### config.mk
export PLATFORM = sky130hd
export DESIGN_NAME = dda_line_pixel_generator_top
export DESIGN_NICKNAME = d
export VERILOG_FILES = /design/src/hw/rtl/dlpg_pkg.sv /design/src/hw/rtl/dlpg_div.sv /design/src/hw/rtl/dlpg_datapath.sv /design/src/hw/rtl/dlpg_ctrl.sv /design/src/hw/rtl/dda_line_pixel_generator_top.sv
export SDC_FILE = /design/constraint.sdc
export NUM_CORES = 1
export LEC_CHECK = 0
export CAP_MARGIN = 40
export CORE_MARGIN = 3
export CORE_UTILIZATION = 59
export DETAILED_ROUTE_END_ITERATION = 7
export DONT_BUFFER_PORTS = 1
export HOLD_SLACK_MARGIN = 0.12
export PLACE_DENSITY_LB_ADDON = 0.12
export SLEW_MARGIN = 40
export SYNTH_ARGS = -nofsm -noshare
export SYNTH_HDL_FRONTEND = slang
export SYNTH_SLANG_ARGS = --single-unit
### constraint.sdc
create_clock -name clk -period 4.3 [get_ports clk]
set_input_delay 0.215 -clock clk [delete_from_list [all_inputs] [get_ports clk]]
set_output_delay 0.215 -clock clk [all_outputs]
set_load 0.01 [all_outputs]
### src/hw/rtl/dlpg_pkg.sv
// ----------------------------------------------------------------------------
// DDA line pixel generator package
// Shared constants, payload types, controller states and the command and
// status groups between the controller and the datapath.
// ----------------------------------------------------------------------------
package dlpg_pkg;

  localparam int COORD_BITS = 10;
  localparam int FRAC_BITS  = 16;
  localparam int MAX_SPAN   = 64;
  localparam int COLOR_BITS = 32;

  localparam int ACC_W   = COORD_BITS + FRAC_BITS;
  localparam int DIV_W   = ACC_W;
  localparam int SLOPE_W = FRAC_BITS + 1;
  localparam int CNT_W   = $clog2(MAX_SPAN + 1);
  localparam int STEP_W  = $clog2(DIV_W + 1);

  typedef struct packed {
    logic [COORD_BITS-1:0] x_start;
    logic [COORD_BITS-1:0] y_start;
    logic [COORD_BITS-1:0] x_end;
    logic [COORD_BITS-1:0] y_end;
    logic [COLOR_BITS-1:0] line_color;
  } line_req_t;

  typedef struct packed {
    logic [COORD_BITS-1:0] pixel_x;
    logic [COORD_BITS-1:0] pixel_y;
    logic [COLOR_BITS-1:0] pixel_color;
    logic                  last_pixel;
    logic                  truncated;
  } pixel_t;

  typedef enum logic [1:0] {
    ST_IDLE,
    ST_SETUP,
    ST_DIVIDE,
    ST_EMIT
  } ctrl_state_t;

  typedef struct packed {
    logic load;
    logic div_start;
    logic emit;
  } dp_cmd_t;

  typedef struct packed {
    logic div_done;
    logic last;
  } dp_status_t;

endpackage

### src/hw/rtl/dlpg_div.sv
// ----------------------------------------------------------------------------
// DDA line pixel generator slope divider
// Restoring divider that retires one quotient bit per cycle.
// ----------------------------------------------------------------------------
module dlpg_div (
  input  logic                             clk,
  input  logic                             rst,
  input  logic                             start,
  input  logic [dlpg_pkg::DIV_W-1:0]       dividend,
  input  logic [dlpg_pkg::COORD_BITS-1:0]  divisor,
  output logic [dlpg_pkg::DIV_W-1:0]       quotient,
  output logic                             done
);

  logic [dlpg_pkg::DIV_W-1:0]      dvd;
  logic [dlpg_pkg::COORD_BITS:0]   rem;
  logic [dlpg_pkg::COORD_BITS-1:0] dsr;
  logic [dlpg_pkg::STEP_W-1:0]     steps;
  logic                            run;
  logic [dlpg_pkg::COORD_BITS:0]   rem_sh;
  logic                            qbit;

  always_comb begin
    rem_sh = {rem[dlpg_pkg::COORD_BITS-1:0], dvd[dlpg_pkg::DIV_W-1]};
    qbit   = (rem_sh >= {1'b0, dsr});
  end

  always_ff @(posedge clk) begin
    if (rst) begin
      run   <= 1'b0;
      done  <= 1'b0;
      steps <= '0;
    end else begin
      done <= 1'b0;
      if (start) begin
        run   <= 1'b1;
        steps <= dlpg_pkg::STEP_W'(dlpg_pkg::DIV_W);
      end else if (run) begin
        steps <= steps - 1'b1;
        if (steps == dlpg_pkg::STEP_W'(1)) begin
          run  <= 1'b0;
          done <= 1'b1;
        end
      end
    end
  end

  always_ff @(posedge clk) begin
    if (start) begin
      dvd <= dividend;
      dsr <= divisor;
      rem <= '0;
    end else if (run) begin
      rem <= qbit ? (rem_sh - {1'b0, dsr}) : rem_sh;
      dvd <= {dvd[dlpg_pkg::DIV_W-2:0], qbit};
    end
  end

  assign quotient = dvd;

endmodule

### src/hw/rtl/dlpg_datapath.sv
// ----------------------------------------------------------------------------
// DDA line pixel generator datapath
// Holds the line setup, runs the slope division and steps the major and
// minor coordinates, one pixel per emit command.
// ----------------------------------------------------------------------------
module dlpg_datapath (
  input  logic                  clk,
  input  logic                  rst,
  input  dlpg_pkg::line_req_t   req,
  input  dlpg_pkg::dp_cmd_t     cmd,
  output dlpg_pkg::dp_status_t  status,
  output dlpg_pkg::pixel_t      pixel,
  output logic                  pixel_valid
);

  localparam logic [dlpg_pkg::ACC_W:0] HALF = (dlpg_pkg::ACC_W + 1)'(1)
                                              << (dlpg_pkg::FRAC_BITS - 1);

  logic [dlpg_pkg::COORD_BITS-1:0] adx, ady, amaj_w, amin_w;
  logic                            major_is_y_w;
  logic                            trunc_w;
  logic [dlpg_pkg::CNT_W-1:0]      count_w;

  logic [dlpg_pkg::COORD_BITS-1:0] amaj, amin, maj;
  logic [dlpg_pkg::ACC_W-1:0]      minq;
  logic                            major_is_y, maj_down, min_down, trunc;
  logic [dlpg_pkg::COLOR_BITS-1:0] color;
  logic [dlpg_pkg::CNT_W-1:0]      remain;

  logic [dlpg_pkg::DIV_W-1:0]      quotient;
  logic                            div_done;
  logic [dlpg_pkg::ACC_W-1:0]      mag, slope;
  logic [dlpg_pkg::ACC_W:0]        rounded;
  logic [dlpg_pkg::COORD_BITS-1:0] minpix;
  logic                            last_w;

  dlpg_div u_div (
    .clk      (clk),
    .rst      (rst),
    .start    (cmd.div_start),
    .dividend ({amin, dlpg_pkg::FRAC_BITS'(0)}),
    .divisor  (amaj),
    .quotient (quotient),
    .done     (div_done)
  );

  always_comb begin
    adx = (req.x_end >= req.x_start) ? req.x_end - req.x_start : req.x_start - req.x_end;
    ady = (req.y_end >= req.y_start) ? req.y_end - req.y_start : req.y_start - req.y_end;
    major_is_y_w = (ady > adx);
    amaj_w = major_is_y_w ? ady : adx;
    amin_w = major_is_y_w ? adx : ady;
    trunc_w = (32'(amaj_w) > 32'(dlpg_pkg::MAX_SPAN));
    if (trunc_w) begin
      count_w = dlpg_pkg::CNT_W'(dlpg_pkg::MAX_SPAN);
    end else if (amaj_w == '0) begin
      count_w = dlpg_pkg::CNT_W'(1);
    end else begin
      count_w = dlpg_pkg::CNT_W'(amaj_w);
    end
  end

  always_comb begin
    mag     = (amaj == '0) ? '0 : dlpg_pkg::ACC_W'(quotient[dlpg_pkg::SLOPE_W-1:0]);
    slope   = min_down ? (~mag + 1'b1) : mag;
    rounded = {1'b0, minq} + HALF;
    minpix  = rounded[dlpg_pkg::ACC_W-1:dlpg_pkg::FRAC_BITS];
    last_w  = (remain == dlpg_pkg::CNT_W'(1));
  end

  assign status = '{div_done: div_done, last: last_w};

  always_ff @(posedge clk) begin
    if (cmd.load) begin
      major_is_y <= major_is_y_w;
      amaj       <= amaj_w;
      amin       <= amin_w;
      trunc      <= trunc_w;
      remain     <= count_w;
      color      <= req.line_color;
      if (major_is_y_w) begin
        maj      <= req.y_start;
        maj_down <= (req.y_end < req.y_start);
        min_down <= (req.x_end < req.x_start);
        minq     <= {req.x_start, dlpg_pkg::FRAC_BITS'(0)};
      end else begin
        maj      <= req.x_start;
        maj_down <= (req.x_end < req.x_start);
        min_down <= (req.y_end < req.y_start);
        minq     <= {req.y_start, dlpg_pkg::FRAC_BITS'(0)};
      end
    end else if (cmd.emit) begin
      maj    <= maj_down ? maj - 1'b1 : maj + 1'b1;
      minq   <= minq + slope;
      remain <= remain - 1'b1;
    end
  end

  always_ff @(posedge clk) begin
    if (cmd.emit) begin
      pixel.pixel_x     <= major_is_y ? minpix : maj;
      pixel.pixel_y     <= major_is_y ? maj : minpix;
      pixel.pixel_color <= color;
      pixel.last_pixel  <= last_w;
      pixel.truncated   <= last_w & trunc;
    end
  end

  always_ff @(posedge clk) begin
    if (rst) begin
      pixel_valid <= 1'b0;
    end else begin
      pixel_valid <= cmd.emit;
    end
  end

endmodule

### src/hw/rtl/dlpg_ctrl.sv
// ----------------------------------------------------------------------------
// DDA line pixel generator controller
// Sequences setup, slope division and pixel emission for one line.
// ----------------------------------------------------------------------------
module dlpg_ctrl (
  input  logic                  clk,
  input  logic                  rst,
  input  logic                  start,
  input  dlpg_pkg::dp_status_t  status,
  output dlpg_pkg::dp_cmd_t     cmd,
  output logic                  busy
);

  dlpg_pkg::ctrl_state_t state, state_next;

  always_ff @(posedge clk) begin
    if (rst) begin
      state <= dlpg_pkg::ST_IDLE;
    end else begin
      state <= state_next;
    end
  end

  always_comb begin
    state_next = state;
    case (state)
      dlpg_pkg::ST_IDLE: begin
        if (start) state_next = dlpg_pkg::ST_SETUP;
      end
      dlpg_pkg::ST_SETUP: begin
        state_next = dlpg_pkg::ST_DIVIDE;
      end
      dlpg_pkg::ST_DIVIDE: begin
        if (status.div_done) state_next = dlpg_pkg::ST_EMIT;
      end
      dlpg_pkg::ST_EMIT: begin
        if (status.last) state_next = dlpg_pkg::ST_IDLE;
      end
      default: begin
        state_next = dlpg_pkg::ST_IDLE;
      end
    endcase
  end

  always_comb begin
    cmd  = '0;
    busy = 1'b1;
    case (state)
      dlpg_pkg::ST_IDLE: begin
        busy     = 1'b0;
        cmd.load = start;
      end
      dlpg_pkg::ST_SETUP: begin
        cmd.div_start = 1'b1;
      end
      dlpg_pkg::ST_DIVIDE: begin
        cmd = '0;
      end
      dlpg_pkg::ST_EMIT: begin
        cmd.emit = 1'b1;
      end
      default: begin
        cmd = '0;
      end
    endcase
  end

endmodule

### src/hw/rtl/dda_line_pixel_generator_top.sv
// ----------------------------------------------------------------------------
// DDA line pixel generator
// A line request enters on req when start is high and busy is low. The block
// then emits the line's pixels on pixel, one per cycle, each marked by a
// one-cycle pixel_valid strobe; the last pixel carries last_pixel, and
// truncated when the major span was longer than the maximum span.
// The first pixel follows the request through a setup state, then the slope
// divider, which retires one quotient bit per cycle, then a hand-off to the
// emit state. A line of N pixels (1 to 64) holds busy high until its last
// pixel is emitted; that pixel is shown in the first cycle with busy low,
// so the next request can be taken while that last pixel is shown.
// The receiver cannot stall: every pixel is shown for exactly one cycle.
// Reset returns the controller to idle and drops pixel_valid; a line that
// was in progress is abandoned.
// ----------------------------------------------------------------------------
module dda_line_pixel_generator_top (
  input  logic                 clk,
  input  logic                 rst,
  input  logic                 start,
  output logic                 busy,
  input  dlpg_pkg::line_req_t  req,
  output logic                 pixel_valid,
  output dlpg_pkg::pixel_t     pixel
);

  dlpg_pkg::dp_cmd_t    cmd;
  dlpg_pkg::dp_status_t status;

  dlpg_ctrl u_ctrl (
    .clk    (clk),
    .rst    (rst),
    .start  (start),
    .status (status),
    .cmd    (cmd),
    .busy   (busy)
  );

  dlpg_datapath u_datapath (
    .clk         (clk),
    .rst         (rst),
    .req         (req),
    .cmd         (cmd),
    .status      (status),
    .pixel       (pixel),
    .pixel_valid (pixel_valid)
  );

endmodule
# Word-level counts from Yosys, hierarchy flattened

Cells that the tools add are included.

Flip-flop bits (word level): 209
Bits in latches: 0
Memory bits (writable): 0
ROM bits: 0
Memories: 0

Add/subtract/negate cells: 12
Multiply operators: 0
Divide/modulo/power cells: 0
Magnitude comparators: 7
Equal/unequal tests: 8
Shifts and indexed selects: 0
Muxes and demuxes: 38
Bitwise logic cells: 3
Reductions and logical operators: 8

Operators by type and width:

| cell                                                | number |
|---|---|
| 2-to-1 mux 26 bit                                   | 6 |
| 2-to-1 mux 10 bit                                   | 11 |
| subtractor 10 bit                                   | 5 |
| 2-to-1 mux 7 bit                                    | 4 |
| adder 26 x 1 -> 26 bit, second input constant       | 1 |
| adder 26 x 16 -> 26 bit, second input constant      | 1 |
| adder 26 bit                                        | 1 |
| inverter 26 bit                                     | 1 |
| greater-or-equal comparator 10 bit                  | 2 |
| logical NOT 10 bit                                  | 2 |
| less-than comparator 10 bit                         | 2 |
| 2-to-1 mux 17 bit                                   | 1 |
| greater-or-equal comparator 11 x 10 -> 1 bit        | 1 |
| adder 10 x 1 -> 10 bit, second input constant       | 1 |
| > comparator 10 bit                                 | 1 |
| > comparator 10 x 7 -> 1 bit, second input constant | 1 |
| 2-to-1 mux 1 bit                                    | 10 |
| 2-to-1 mux 5 bit                                    | 2 |
| subtractor 10 x 1 -> 10 bit, second input constant  | 1 |
| case mux 2 bit (4 select lines)                     | 1 |
| == test 7 x 1 -> 1 bit, second input constant       | 1 |
| subtractor 7 x 1 -> 7 bit, second input constant    | 1 |
| 2-to-1 mux 2 bit                                    | 3 |
| == test 5 x 1 -> 1 bit, second input constant       | 1 |
| 12 further kinds                                    | 15 |

# Logic depth before layout (Yosys ltp)

Gate-level depths: netlist (run 1).

Depth after elaboration: 8
Mapped depth: 23
Gate-level depth less buffers: 23

# Modules after synthesis

From an unflattened synthesis (run 1), not the netlist that was laid out.

Cells, all modules: 1255
Area total of the unflattened synthesis: 13136.3 um^2

By module, submodules not included:

| module        | times used | cells an instance | area an instance (um^2) |
|---|---|---|---|
| dlpg_datapath | 1          | 1004              | 10226.1 |
| dlpg_div      | 1          | 232               | 2727.6 |
| dlpg_ctrl     | 1          | 19                | 182.7 |

# Worst setup path before layout (run 1)

Ideal clock, no wire load.

Path kind: input to register
Start: input port req[38] (netlist bit)
End: register u_datapath.trunc, data pin
Setup time: 262 ps
Data arrival time: 4444 ps
Slack: -406 ps
Cell stages on the path: 21
Path through: inv_1 ha_1 clkbuf_1 nand4_1 a21oi_1 o41a_1 buf_2 mux2_2 a221oi_1 inv_1 ha_1 a211o_1 o211ai_1 a21oi_1 o21ai_0 inv_1 nor2_1 nand4_1 a22oi_1 nor2_1 or2_2

Word-level cells in the longest chain between the ends: 5

RTL lines:

| what                                                                           | RTL line                           | text |
|---|---|---|
| from (decl)                                                                    | dda_line_pixel_generator_top.sv:21 | `input dlpg_pkg::line_req_t req,` |
| subtractor 10 bit / greater-or-equal comparator 10 bit (equally long branches) | dlpg_datapath.sv:49                | `ady = (req.y_end >= req.y_start) ? req.y_end - req.y_start : req.y_start - req.y_end;` |
| 2-to-1 mux 10 bit (*)                                                          | dlpg_datapath.sv:49                |  |
| > comparator 10 bit                                                            | dlpg_datapath.sv:50                | `major_is_y_w = (ady > adx);` |
| 2-to-1 mux 10 bit (*)                                                          | dlpg_datapath.sv:51                | `amaj_w = major_is_y_w ? ady : adx;` |
| > comparator 10 x 7 -> 1 bit (*)                                               | dlpg_datapath.sv:53                | `trunc_w = (32'(amaj_w) > 32'(dlpg_pkg::MAX_SPAN));` |
| via u_datapath.trunc_w                                                         | dlpg_datapath.sv:21                | `logic trunc_w;` |
| to (signal assigned)                                                           | dlpg_datapath.sv:78                | `trunc <= trunc_w;` |
| to (decl)                                                                      | dlpg_datapath.sv:26                | `logic major_is_y, maj_down, min_down, trunc;` |

Mark *: on every way through the listed nets, which the timed path passes. The rest lies on a longest branch.
A chain may end at the register's enable or synchronous reset.

# Worst setup path in the final report (run 1)

Start: register u_datapath.u_div.dvd (netlist bit u_datapath.u_div.quotient[4])
End: register u_datapath.minq[24] (netlist bit), data pin

Word-level cells in the longest chain between the ends: 7

RTL lines:

| what                   | RTL line            | text |
|---|---|---|
| from (decl)            | dlpg_div.sv:15      | `logic [dlpg_pkg::DIV_W-1:0] dvd;` |
| from (signal assigned) | dlpg_div.sv:50      | `dvd <= dividend;` |
| from (signal assigned) | dlpg_div.sv:55      | `dvd <= {dvd[dlpg_pkg::DIV_W-2:0], qbit};` |
| 2-to-1 mux 17 bit (*)  | dlpg_datapath.sv:64 | `mag = (amaj == '0) ? '0 : dlpg_pkg::ACC_W'(quotient[dlpg_pkg::SLOPE_W-1:0]);` |
| inverter 26 bit        | dlpg_datapath.sv:65 | `slope = min_down ? (~mag + 1'b1) : mag;` |
| adder 26 x 1 -> 26 bit | dlpg_datapath.sv:65 |  |
| 2-to-1 mux 26 bit (*)  | dlpg_datapath.sv:65 |  |
| adder 26 bit (*)       | dlpg_datapath.sv:94 | `minq <= minq + slope;` |
| 2-to-1 mux 26 bit (*)  | dlpg_datapath.sv:92 | `end else if (cmd.emit) begin` |
| 2-to-1 mux 26 bit (*)  | dlpg_datapath.sv:74 | `if (cmd.load) begin` |
| to (signal assigned)   | dlpg_datapath.sv:85 | `minq <= {req.x_start, dlpg_pkg::FRAC_BITS'(0)};` |
| to (signal assigned)   | dlpg_datapath.sv:90 | `minq <= {req.y_start, dlpg_pkg::FRAC_BITS'(0)};` |
| to (signal assigned)   | dlpg_datapath.sv:94 |  |
| to (decl)              | dlpg_datapath.sv:25 | `logic [dlpg_pkg::ACC_W-1:0] minq;` |

Mark *: on every way between the ends. The rest lies on a longest branch, timed or not. The select of a mux whose other input is x is not followed.

==> run_summary.xml, run 1 <==
<?xml version="1.0" encoding="UTF-8"?>
<metrics>
  <group name="outcome">
    <metric name="status" unit="">finished, violations left</metric>
    <metric name="failed_checks" unit="">negative setup slack</metric>
  </group>
  <group name="cells_and_area">
    <metric name="number_of_standard_cells_in_the_layout_taps_in_and_fillers_out" unit="">1718</metric>
    <metric name="drive_above_1_share" unit="">0.198</metric>
    <metric name="post-route-util" unit="">0.745</metric>
    <metric name="postLayoutCellArea" unit="sq um">15700</metric>
    <metric name="design.final.nets" unit="">1611</metric>
    <metric name="diodes" unit="">0</metric>
    <metric name="area.growth.synth_to_final" unit="%">23.4</metric>
  </group>
  <group name="sta">
    <metric name="hold_viol" unit="">0</metric>
    <metric name="finalSetupViolations" unit="">9</metric>
    <metric name="worst_tran_pin_value" unit="ns">0.784</metric>
    <metric name="period_minus_slack" unit="ns">4.60</metric>
    <metric name="max_freq" unit="GHz">0.217</metric>
    <metric name="setup_ws" unit="ns">-0.303</metric>
    <metric name="timing.final.max_slew_violations" unit="">0</metric>
    <metric name="worst_slew_margin_rel" unit="">0.477</metric>
    <metric name="final.setup_skew" unit="ns">0.0109</metric>
    <metric name="rsz_0062_raised_after_global_routing" unit="">yes</metric>
    <metric name="fin_crit_sh" unit="">1.07</metric>
  </group>
  <group name="worst_setup_path">
    <metric name="critical_path_class" unit="">reg -&gt; reg</metric>
    <metric name="path_buf_inv" unit="">1</metric>
    <metric name="count_of_cell_instances_traversed_by_the_critical_path" unit="">18</metric>
    <metric name="cpMostUsedCell" unit="">sky130_fd_sc_hd__or3_4</metric>
    <metric name="dominant_delay_contributor_by_cell_family_on_the_critical_path" unit="">simple AND/OR/NAND/NOR gates</metric>
    <metric name="cp_cell_sequence" unit="">or3_4 &gt; or2_4 &gt; or3_4 &gt; or3_4 &gt; or2_4 &gt; o21ai_2 &gt; xor2_1 &gt; nor2_1 &gt; ha_1 &gt; and3_4 &gt; buf_4 &gt; a2111oi_4 &gt; nor2_2 &gt; nand2_2 &gt; o221ai_2 &gt; o41ai_2 &gt; xor2_1 &gt; o21ai_0</metric>
    <metric name="critPathRequiredTime" unit="ns">4.52</metric>
    <metric name="worst_setup_path_start_kind" unit="">flip-flop</metric>
    <metric name="timing.critical_path.to_type" unit="">flip-flop</metric>
    <metric name="reg2reg_depth" unit="">18</metric>
    <metric name="critical_path.slowest_cell" unit="">sky130_fd_sc_hd__or3_4</metric>
    <metric name="critPathMaxFanout" unit="">4</metric>
    <metric name="cpPeakStageDelay" unit="ns">0.39</metric>
    <metric name="arrival" unit="ns">4.83</metric>
  </group>
  <group name="yosys">
    <metric name="post_synth_main_area_contributors" unit="">sky130_fd_sc_hd__edfxtp_1 41%, sky130_fd_sc_hd__ha_1 10%, sky130_fd_sc_hd__dfxtp_1 5.7%, sky130_fd_sc_hd__nor2_1 3.9%, sky130_fd_sc_hd__mux2i_1 3.8%</metric>
    <metric name="synth.avg_cell_area" unit="sq um">10.2</metric>
    <metric name="share_of_synthesized_area_occupied_by_flip_flops_and_latches" unit="">0.464</metric>
    <metric name="edff_count_synth" unit="">173</metric>
    <metric name="synth_cells" unit="">1244</metric>
    <metric name="netlist-cell-type-count" unit="">77</metric>
    <metric name="syn_nets" unit="">1428</metric>
    <metric name="yosysTopAreaCellShare" unit="">0.408</metric>
    <metric name="synthMostInstantiatedCell" unit="">sky130_fd_sc_hd__edfxtp_1</metric>
    <metric name="synth.cell_area" unit="sq um">12700</metric>
    <metric name="ys_warn_count" unit="">0</metric>
    <metric name="ys_seq_elements" unit="">209</metric>
    <metric name="synth_top_cell_by_area" unit="">sky130_fd_sc_hd__edfxtp_1</metric>
    <metric name="synthFlopType" unit="">sky130_fd_sc_hd__edfxtp_1</metric>
    <metric name="synth.cells.most_frequent" unit="">173 x sky130_fd_sc_hd__edfxtp_1, 132 x sky130_fd_sc_hd__nor2_1, 105 x sky130_fd_sc_hd__inv_1</metric>
    <metric name="fraction_of_synthesis_flops_using_an_asynchronous_set_or_reset_pin" unit="">0</metric>
  </group>
  <group name="global_route">
    <metric name="globalRouteMet1Util" unit="">0.357</metric>
    <metric name="top_usage_layer" unit="">met2</metric>
    <metric name="use_met3" unit="">0.0425</metric>
    <metric name="track_usage" unit="">0.264</metric>
    <metric name="grt_overflow" unit="">0</metric>
    <metric name="vias_in_the_first_global_route" unit="">10000</metric>
    <metric name="grt_max_degree" unit="">92</metric>
    <metric name="initial_antenna_violation_count" unit="">0</metric>
    <metric name="grtUsageMet2" unit="">0.449</metric>
    <metric name="grt_first_pass_wirelength" unit="mm">51.4</metric>
  </group>
  <group name="floorplanning">
    <metric name="initial_core_utilization" unit="">0.604</metric>
    <metric name="die_height" unit="microns">153</metric>
    <metric name="design.die.area" unit="sq um">23400</metric>
    <metric name="coreArea" unit="sq um">21100</metric>
    <metric name="floorplan.rows" unit="">53</metric>
    <metric name="i_o_pin_total" unit="">131</metric>
    <metric name="fp.dieW" unit="microns">153</metric>
  </group>
  <group name="pwr">
    <metric name="netSwitchingPower" unit="mW">4.92</metric>
    <metric name="cellPowerDensity" unit="nW/um^2">782</metric>
    <metric name="comb_power_share" unit="">0.537</metric>
    <metric name="netSwitchingFraction" unit="">0.400</metric>
    <metric name="cellInternalPower" unit="mW">7.38</metric>
    <metric name="power_leakage" unit="nW">6.67</metric>
    <metric name="power.sequential.fraction" unit="">0.304</metric>
    <metric name="total_power" unit="mW">12.3</metric>
    <metric name="power.share.clock" unit="">0.159</metric>
    <metric name="vdd_drop_max" unit="uV">521</metric>
  </group>
  <group name="clock_network">
    <metric name="clk_pin_slew_worst_paths" unit="ns">0.06</metric>
    <metric name="numClockSinks" unit="">209</metric>
    <metric name="cts_htree_levels" unit="">1</metric>
    <metric name="cts.path.max_buffers" unit="">3</metric>
    <metric name="numCtsBuffers" unit="">22</metric>
    <metric name="worst_skew_pair.late_latency" unit="ns">0.51</metric>
    <metric name="cts_tree" unit="">built</metric>
    <metric name="root_buffer" unit="">sky130_fd_sc_hd__clkbuf_16</metric>
  </group>
  <group name="routing">
    <metric name="final_wirelength" unit="mm">32.6</metric>
    <metric name="wire_per_inst" unit="microns">19.0</metric>
    <metric name="antenna_left" unit="">0</metric>
    <metric name="detail_route.first_pass.iterations" unit="">5</metric>
    <metric name="route.vias.total" unit="">10200</metric>
    <metric name="drt_iter0_drc" unit="">801</metric>
    <metric name="drt_drc_violations_left" unit="">0</metric>
    <metric name="vias_per_cell" unit="">5.94</metric>
  </group>
  <group name="placement">
    <metric name="numPlacedInstances" unit="">1609</metric>
    <metric name="detailed_place.area" unit="sq um">14000</metric>
    <metric name="placement_stage_worst_setup_slack" unit="ns">-0.294</metric>
    <metric name="detailedPlacementHpwl" unit="mm">22.2</metric>
    <metric name="gpl.final_weighted_congestion" unit="">0.930</metric>
    <metric name="portBuffers" unit="">0</metric>
  </group>
  <group name="worst_hold_path">
    <metric name="min_delay_path_depth" unit="">4</metric>
    <metric name="min-delay-path-class" unit="">in -&gt; reg</metric>
  </group>
  <group name="flow_run">
    <metric name="maxcap_violations" unit="">0</metric>
  </group>
</metrics>
per-stage QoR:
step                      hold WS (ns)  setup TNS, ns
final                            0.116          -1.42
after global routing             0.133          -2.64
after CTS                        0.126         -0.430
after detailed placement         0.289          -2.96
after global placement           0.289          -2.39
after floorplan                  0.314         -0.252
power by group through the flow:
stage | Sequential [mW] | Clock (mW) | Combinational, mW
2_1_floorplan | 3.59 | 0 | 4.09
3_3_place_gp | 3.76 | 0 | 5.59
3_5_place_dp | 3.75 | 0 | 5.77
4_1_cts | 3.73 | 1.97 | 6.05
5_1_grt | 3.81 | 2.05 | 7.25
6_report | 3.74 | 1.95 | 6.60
cell usage in the layout, fill, tap and decap left out, drive strengths merged, types with 8 or more instances in the layout:
cell type      n
o21ai         64
nand4         10
a21oi         94
o311a          8
nand3         12
xnor2         39
nand2         81
dfxtp         36
nand2b         8
edfxtp       173
o31ai          9
ha           102
nor3          19
inv          105
a211oi        25
clkbuf        28
buf          164
dlygate4sd3   48
mux2i         48
a21o          31
nor2         132
xor2          31
and3          12
cells by family (layout without fill, tap and decap cells):
| kind of cell | count (synthesis) | count (layout) | share of synthesized area |
|---|---|---|---|
| xor+xnor | 70 | 70 | 0.0487 |
| compound gates | 321 | 321 | 0.168 |
| flops | 209 | 209 | 0.464 |
| mux | 53 | 53 | 0.0421 |
| fa+ha+maj | 109 | 109 | 0.111 |
| buf+inv | 159 | 358 | 0.0479 |
| simple gates | 323 | 323 | 0.117 |
registers in the layout, summed over array words and instances, names as in the netlist, 2 cells and up:
name and cells:
u_datapath.pixel 54, u_datapath.color 32, u_datapath.minq 26, u_datapath.u_div.quotient 26, u_datapath.amaj 10, u_datapath.amin 10, u_datapath.maj 10, u_datapath.u_div.dsr 10
u_datapath.u_div.rem 10, u_datapath.remain 7, u_datapath.u_div.steps 5, u_ctrl.state 2
final cells by class:
class | instances | area (sq um)
multi-input combinational | 876 | 6580
sequential | 209 | 5920
fill | 1448 | 5370
timing repair buffer | 212 | 1730
clock buffer | 28 | 604
inverter | 106 | 399
tap | 275 | 344
clock inverter | 12 | 139
timing repair:
item | 4_1_cts | 5_1_grt
hold buffers | 48 | 0
gates resized for setup | 17 | 59
endpoints found under the hold margin | 57 | 0
setup buffers | 9 | 12
pin swaps | 16 | 44
endpoints found under the setup margin | 7 | 20
metal layers:
| metal | part of all wire | routed length, microns | vias to the layer above |
|---|---|---|---|
| met2 | 0.49 | 15900 | 325 |
| met5 | 0 | 0 | - |
| met1 | 0.42 | 13800 | 4897 |
| met4 | 0.028 | 921 | 0 |
| met3 | 0.059 | 1930 | 71 |
| li1 | - | - | 4909 |
worst paths after layout:
path	startpoint	endpoint	slack, ns
max	u_datapath.u_div.quotient[4]$_SDFFE_PP0P_	u_datapath.minq[24]$_DFFE_PP_	-0.30
max reg2reg	u_datapath.u_div.quotient[4]$_SDFFE_PP0P_	u_datapath.minq[24]$_DFFE_PP_	-0.30
min	req[66]	u_datapath.maj[4]$_DFFE_PP_	0.12
min reg2reg	u_datapath.color[5]$_DFFE_PP_	u_datapath.pixel[7]$_DFFE_PP_	0.42
worst register-to-register path, delay by kind of cell, from the launching register on:
family          cells  cell delay (ns)
compound gates      5             1.03
simple gates        9             2.12
xor+xnor            2             0.36
buf+inv             1             0.14
flops               1             0.32
fa+ha+maj           1             0.36
Note: power is estimated with default switching activity, not from simulation.
==> run 2: changes to the inputs <==
- PLACE_DENSITY: default -> 0.78
- PLACE_DENSITY_LB_ADDON: 0.12 -> default
- SYNTH_HIERARCHICAL: default -> 1
==> run_summary.xml, run 2 <==
<?xml version="1.0" encoding="UTF-8"?>
<metrics>
  <group name="cells_and_area">
    <metric name="reg_top3" unit="">u_datapath/pixel (54), u_datapath/color (32)</metric>
    <metric name="design.final.nets" unit="">1611</metric>
    <metric name="postLayoutCellArea" unit="sq um">15900</metric>
    <metric name="mostFrequentLayoutCell" unit="">sky130_fd_sc_hd__edfxtp_1</metric>
    <metric name="largest-register" unit="">u_datapath/pixel</metric>
    <metric name="area.growth.synth_to_final" unit="%">20.7</metric>
    <metric name="drive_above_1_share" unit="">0.193</metric>
    <metric name="number_of_standard_cells_in_the_layout_taps_in_and_fillers_out" unit="">1720</metric>
    <metric name="commonest_non_fill_non_tap_cells_in_the_layout" unit="">189 x sky130_fd_sc_hd__edfxtp_1, 132 x sky130_fd_sc_hd__buf_4, 109 x sky130_fd_sc_hd__nor2_1</metric>
    <metric name="post-route-util" unit="">0.740</metric>
    <metric name="multi_input_comb_area" unit="sq um">6850</metric>
    <metric name="nFillCells" unit="">1390</metric>
    <metric name="largest_register_ff_count" unit="">54</metric>
    <metric name="seq_area" unit="sq um">6080</metric>
  </group>
  <group name="clock_network">
    <metric name="clk_pin_slew_worst_paths" unit="ns">0.07</metric>
    <metric name="cts_htree_levels" unit="">1</metric>
    <metric name="root_buffer" unit="">sky130_fd_sc_hd__clkbuf_16</metric>
    <metric name="numCtsBuffers" unit="">21</metric>
    <metric name="cts.path.max_buffers" unit="">3</metric>
    <metric name="cts_tree" unit="">built</metric>
    <metric name="worst_skew_pair.late_latency" unit="ns">0.51</metric>
    <metric name="numClockSinks" unit="">209</metric>
  </group>
  <group name="yosys">
    <metric name="synthFlopType" unit="">sky130_fd_sc_hd__edfxtp_1</metric>
    <metric name="fraction_of_synthesis_flops_using_an_asynchronous_set_or_reset_pin" unit="">0</metric>
    <metric name="synth.cells.most_frequent" unit="">189 x sky130_fd_sc_hd__edfxtp_1, 110 x sky130_fd_sc_hd__nor2_1, 101 x sky130_fd_sc_hd__ha_1</metric>
    <metric name="ys_warn_count" unit="">6</metric>
    <metric name="post_synth_main_area_contributors" unit="">sky130_fd_sc_hd__edfxtp_1 43%, sky130_fd_sc_hd__ha_1 9.6%, sky130_fd_sc_hd__mux2_2 3.8%, sky130_fd_sc_hd__nor2_1 3.1%, sky130_fd_sc_hd__dfxtp_1 3.0%</metric>
    <metric name="synth.cell_area" unit="sq um">13100</metric>
    <metric name="synth_top_cell_by_area" unit="">sky130_fd_sc_hd__edfxtp_1</metric>
    <metric name="netlist-cell-type-count" unit="">80</metric>
    <metric name="share_of_synthesized_area_occupied_by_flip_flops_and_latches" unit="">0.463</metric>
    <metric name="ys_seq_elements" unit="">209</metric>
    <metric name="edff_count_synth" unit="">189</metric>
    <metric name="yosysTopAreaCellShare" unit="">0.432</metric>
    <metric name="synth.avg_cell_area" unit="sq um">10.5</metric>
    <metric name="synth_cells" unit="">1255</metric>
    <metric name="synthMostInstantiatedCell" unit="">sky130_fd_sc_hd__edfxtp_1</metric>
  </group>
  <group name="placement">
    <metric name="portBuffers" unit="">0</metric>
    <metric name="gpl.final_weighted_congestion" unit="">0.965</metric>
    <metric name="detailedPlacementHpwl" unit="mm">24.6</metric>
    <metric name="detailed_place.area" unit="sq um">14300</metric>
    <metric name="numPlacedInstances" unit="">1616</metric>
  </group>
  <group name="sta">
    <metric name="setup_ws" unit="ns">-0.427</metric>
    <metric name="timing.final.max_slew_violations" unit="">0</metric>
    <metric name="final.setup_skew" unit="ns">0.0161</metric>
    <metric name="max_freq" unit="GHz">0.212</metric>
    <metric name="fin_crit_sh" unit="">1.10</metric>
    <metric name="hold_viol" unit="">0</metric>
    <metric name="period_minus_slack" unit="ns">4.73</metric>
    <metric name="worst_tran_pin_value" unit="ns">0.687</metric>
    <metric name="finalSetupViolations" unit="">13</metric>
    <metric name="rsz_0062_raised_after_global_routing" unit="">yes</metric>
    <metric name="fin_tns_setup" unit="ns">-3.33</metric>
    <metric name="worst_slew_margin_rel" unit="">0.542</metric>
  </group>
  <group name="worst_hold_path">
    <metric name="min-delay-path-class" unit="">in -&gt; reg</metric>
    <metric name="worstHoldStart" unit="">req[58]</metric>
  </group>
  <group name="global_route">
    <metric name="grt_max_degree" unit="">58</metric>
    <metric name="grt_overflow" unit="">0</metric>
    <metric name="initial_antenna_violation_count" unit="">1</metric>
    <metric name="vias_in_the_first_global_route" unit="">10900</metric>
    <metric name="track_usage" unit="">0.291</metric>
    <metric name="grt_first_pass_wirelength" unit="mm">56.9</metric>
  </group>
  <group name="floorplanning">
    <metric name="design.die.area" unit="sq um">24100</metric>
    <metric name="initial_core_utilization" unit="">0.613</metric>
    <metric name="die_height" unit="microns">155</metric>
    <metric name="floorplan.rows" unit="">53</metric>
    <metric name="coreArea" unit="sq um">21400</metric>
    <metric name="i_o_pin_total" unit="">131</metric>
    <metric name="fp.dieW" unit="microns">155</metric>
  </group>
  <group name="worst_setup_path">
    <metric name="critical_path.slowest_cell" unit="">sky130_fd_sc_hd__a2111o_1</metric>
    <metric name="cpPeakStageDelay" unit="ns">0.46</metric>
    <metric name="path_buf_inv" unit="">4</metric>
    <metric name="dominant_delay_contributor_by_cell_family_on_the_critical_path" unit="">compound AO/OA/AOI/OAI gates</metric>
    <metric name="cpMostUsedCell" unit="">sky130_fd_sc_hd__buf_4</metric>
    <metric name="critical_path.reg2reg.startpoint" unit="">u_datapath/amaj[2]$_DFFE_PP_</metric>
    <metric name="critPathMaxFanout" unit="">3</metric>
    <metric name="timing.critical_path.to_type" unit="">flip-flop</metric>
    <metric name="startpoint" unit="">u_datapath/amaj[2]$_DFFE_PP_</metric>
    <metric name="cp_cell_sequence" unit="">nor4_2 &gt; nand4_1 &gt; buf_4 &gt; nand2_4 &gt; ha_4 &gt; nand2_4 &gt; or3_4 &gt; a21oi_2 &gt; nor3_2 &gt; ha_2 &gt; buf_4 &gt; buf_4 &gt; a21o_1 &gt; a21o_1 &gt; a2111o_1 &gt; o211ai_1 &gt; buf_4 &gt; o21ai_4 &gt; a31oi_2 &gt; xor2_1 &gt; o21ai_1</metric>
    <metric name="worst_setup_path_start_kind" unit="">flip-flop</metric>
    <metric name="critPathRequiredTime" unit="ns">4.54</metric>
    <metric name="critical_path_class" unit="">reg -&gt; reg</metric>
    <metric name="arrival" unit="ns">4.96</metric>
  </group>
  <group name="outcome">
    <metric name="status" unit="">finished, violations left</metric>
    <metric name="failed_checks" unit="">negative setup slack</metric>
  </group>
  <group name="pwr">
    <metric name="power_leakage" unit="nW">6.49</metric>
    <metric name="netSwitchingFraction" unit="">0.423</metric>
    <metric name="cellInternalPower" unit="mW">7.82</metric>
    <metric name="netSwitchingPower" unit="mW">5.74</metric>
    <metric name="power.sequential.fraction" unit="">0.294</metric>
    <metric name="power.share.clock" unit="">0.141</metric>
    <metric name="vdd_drop_max" unit="uV">477</metric>
    <metric name="cellPowerDensity" unit="nW/um^2">855</metric>
    <metric name="total_power" unit="mW">13.6</metric>
    <metric name="comb_power_share" unit="">0.564</metric>
  </group>
  <group name="routing">
    <metric name="wire_per_inst" unit="microns">21.7</metric>
    <metric name="antenna_left" unit="">0</metric>
    <metric name="drt_iter0_drc" unit="">1143</metric>
    <metric name="vias_per_cell" unit="">6.42</metric>
    <metric name="final_wirelength" unit="mm">37.3</metric>
    <metric name="detail_route.first_pass.iterations" unit="">8</metric>
    <metric name="route.vias.total" unit="">11000</metric>
    <metric name="drt_drc_violations_left" unit="">0</metric>
  </group>
  <group name="flow_run">
    <metric name="maxcap_violations" unit="">0</metric>
  </group>
</metrics>
## run 2: cell types whose count changed after synthesis, moves of 8 or more
| cell | change |
|---|---|
| sky130_fd_sc_hd__mux2_2 | +39 |
| sky130_fd_sc_hd__edfxtp_1 | +16 |
| sky130_fd_sc_hd__a21oi_1 | -20 |
| sky130_fd_sc_hd__inv_1 | -12 |
| sky130_fd_sc_hd__o21ai_0 | +8 |
| sky130_fd_sc_hd__nand4_1 | +9 |
| sky130_fd_sc_hd__nand3_1 | +21 |
| sky130_fd_sc_hd__o211ai_1 | +9 |
| sky130_fd_sc_hd__nor2b_1 | +8 |
| sky130_fd_sc_hd__clkbuf_1 | -8 |
| sky130_fd_sc_hd__mux2i_1 | -30 |
| sky130_fd_sc_hd__nor2_1 | -22 |
| sky130_fd_sc_hd__dfxtp_1 | -16 |
| sky130_fd_sc_hd__a211oi_1 | -13 |
## run 2: worst min-delay path: stages
cell	delay [ns]
sky130_fd_sc_hd__inv_1	0.06
sky130_fd_sc_hd__nand2_1	0.07
sky130_fd_sc_hd__o211ai_1	0.08
sky130_fd_sc_hd__o21ai_0	0.07
## run 2: per-layer routing
metal,GRT usage,up-vias,share of wire
met4,0.122,0,0.052
met3,0.0456,169,0.079
li1,-,4967,-
met5,0,-,0
met2,0.515,675,0.50
met1,0.354,5228,0.37
## run 2: cells by family after synthesis
family / after synthesis / synth area share
xor+xnor: 70 / 0.0467
flops: 209 / 0.463
other cells: 1 / 0.000285
simple gates: 359 / 0.136
buf+inv: 141 / 0.0414
mux: 62 / 0.0514
fa+ha+maj: 108 / 0.107
compound gates: 305 / 0.155
## run 2: per-stage QoR
step,worst slack [ns],hold WS (ns)
after floorplan,-0.0326,0.287
after global placement,-0.152,0.290
after detailed placement,-0.222,0.295
after CTS,-0.133,0.129
after global routing,-0.528,0.163
final,-0.427,0.109
## run 2: layout make-up
cell class / instances / area share
Clock inverter: 13 / 0.0107
Clock buffer: 25 / 0.0341
Timing Repair Buffer: 182 / 0.0950
Inverter: 94 / 0.0224
Antenna cell: 2 / 0.000316
Multi-Input combinational cell: 920 / 0.432
Tap cell: 275 / 0.0217
Sequential cell: 209 / 0.383
## run 2: power by group through the flow
stage,Sequential (mW),Clock (mW),Combinational (mW)
after CTS,3.96,1.92,6.64
after detailed placement,3.99,0,6.28
after global placement,3.95,0,5.95
final,3.99,1.92,7.65
after global routing,4.05,2.02,8.20
after floorplan,3.79,0,4.54
## run 2: final timing paths
path | endpoint | cells past startpoint | slack, ns
hold reg to reg | u_datapath/pixel[5]$_DFFE_PP_ | 0 | 0.42
setup / recovery | u_datapath/minq[20]$_DFFE_PP_ | 21 | -0.43
hold / removal | u_datapath/maj[6]$_DFFE_PP_ | 4 | 0.11
setup reg to reg | u_datapath/minq[20]$_DFFE_PP_ | 21 | -0.43
## run 2: what timing repair did
item,4_1_cts,5_1_grt
endpoints found under the setup margin,9,21
pin swaps,13,29
hold buffers,46,0
resized for setup,20,47
hold endpoints to repair,58,0
setup buffers,5,13
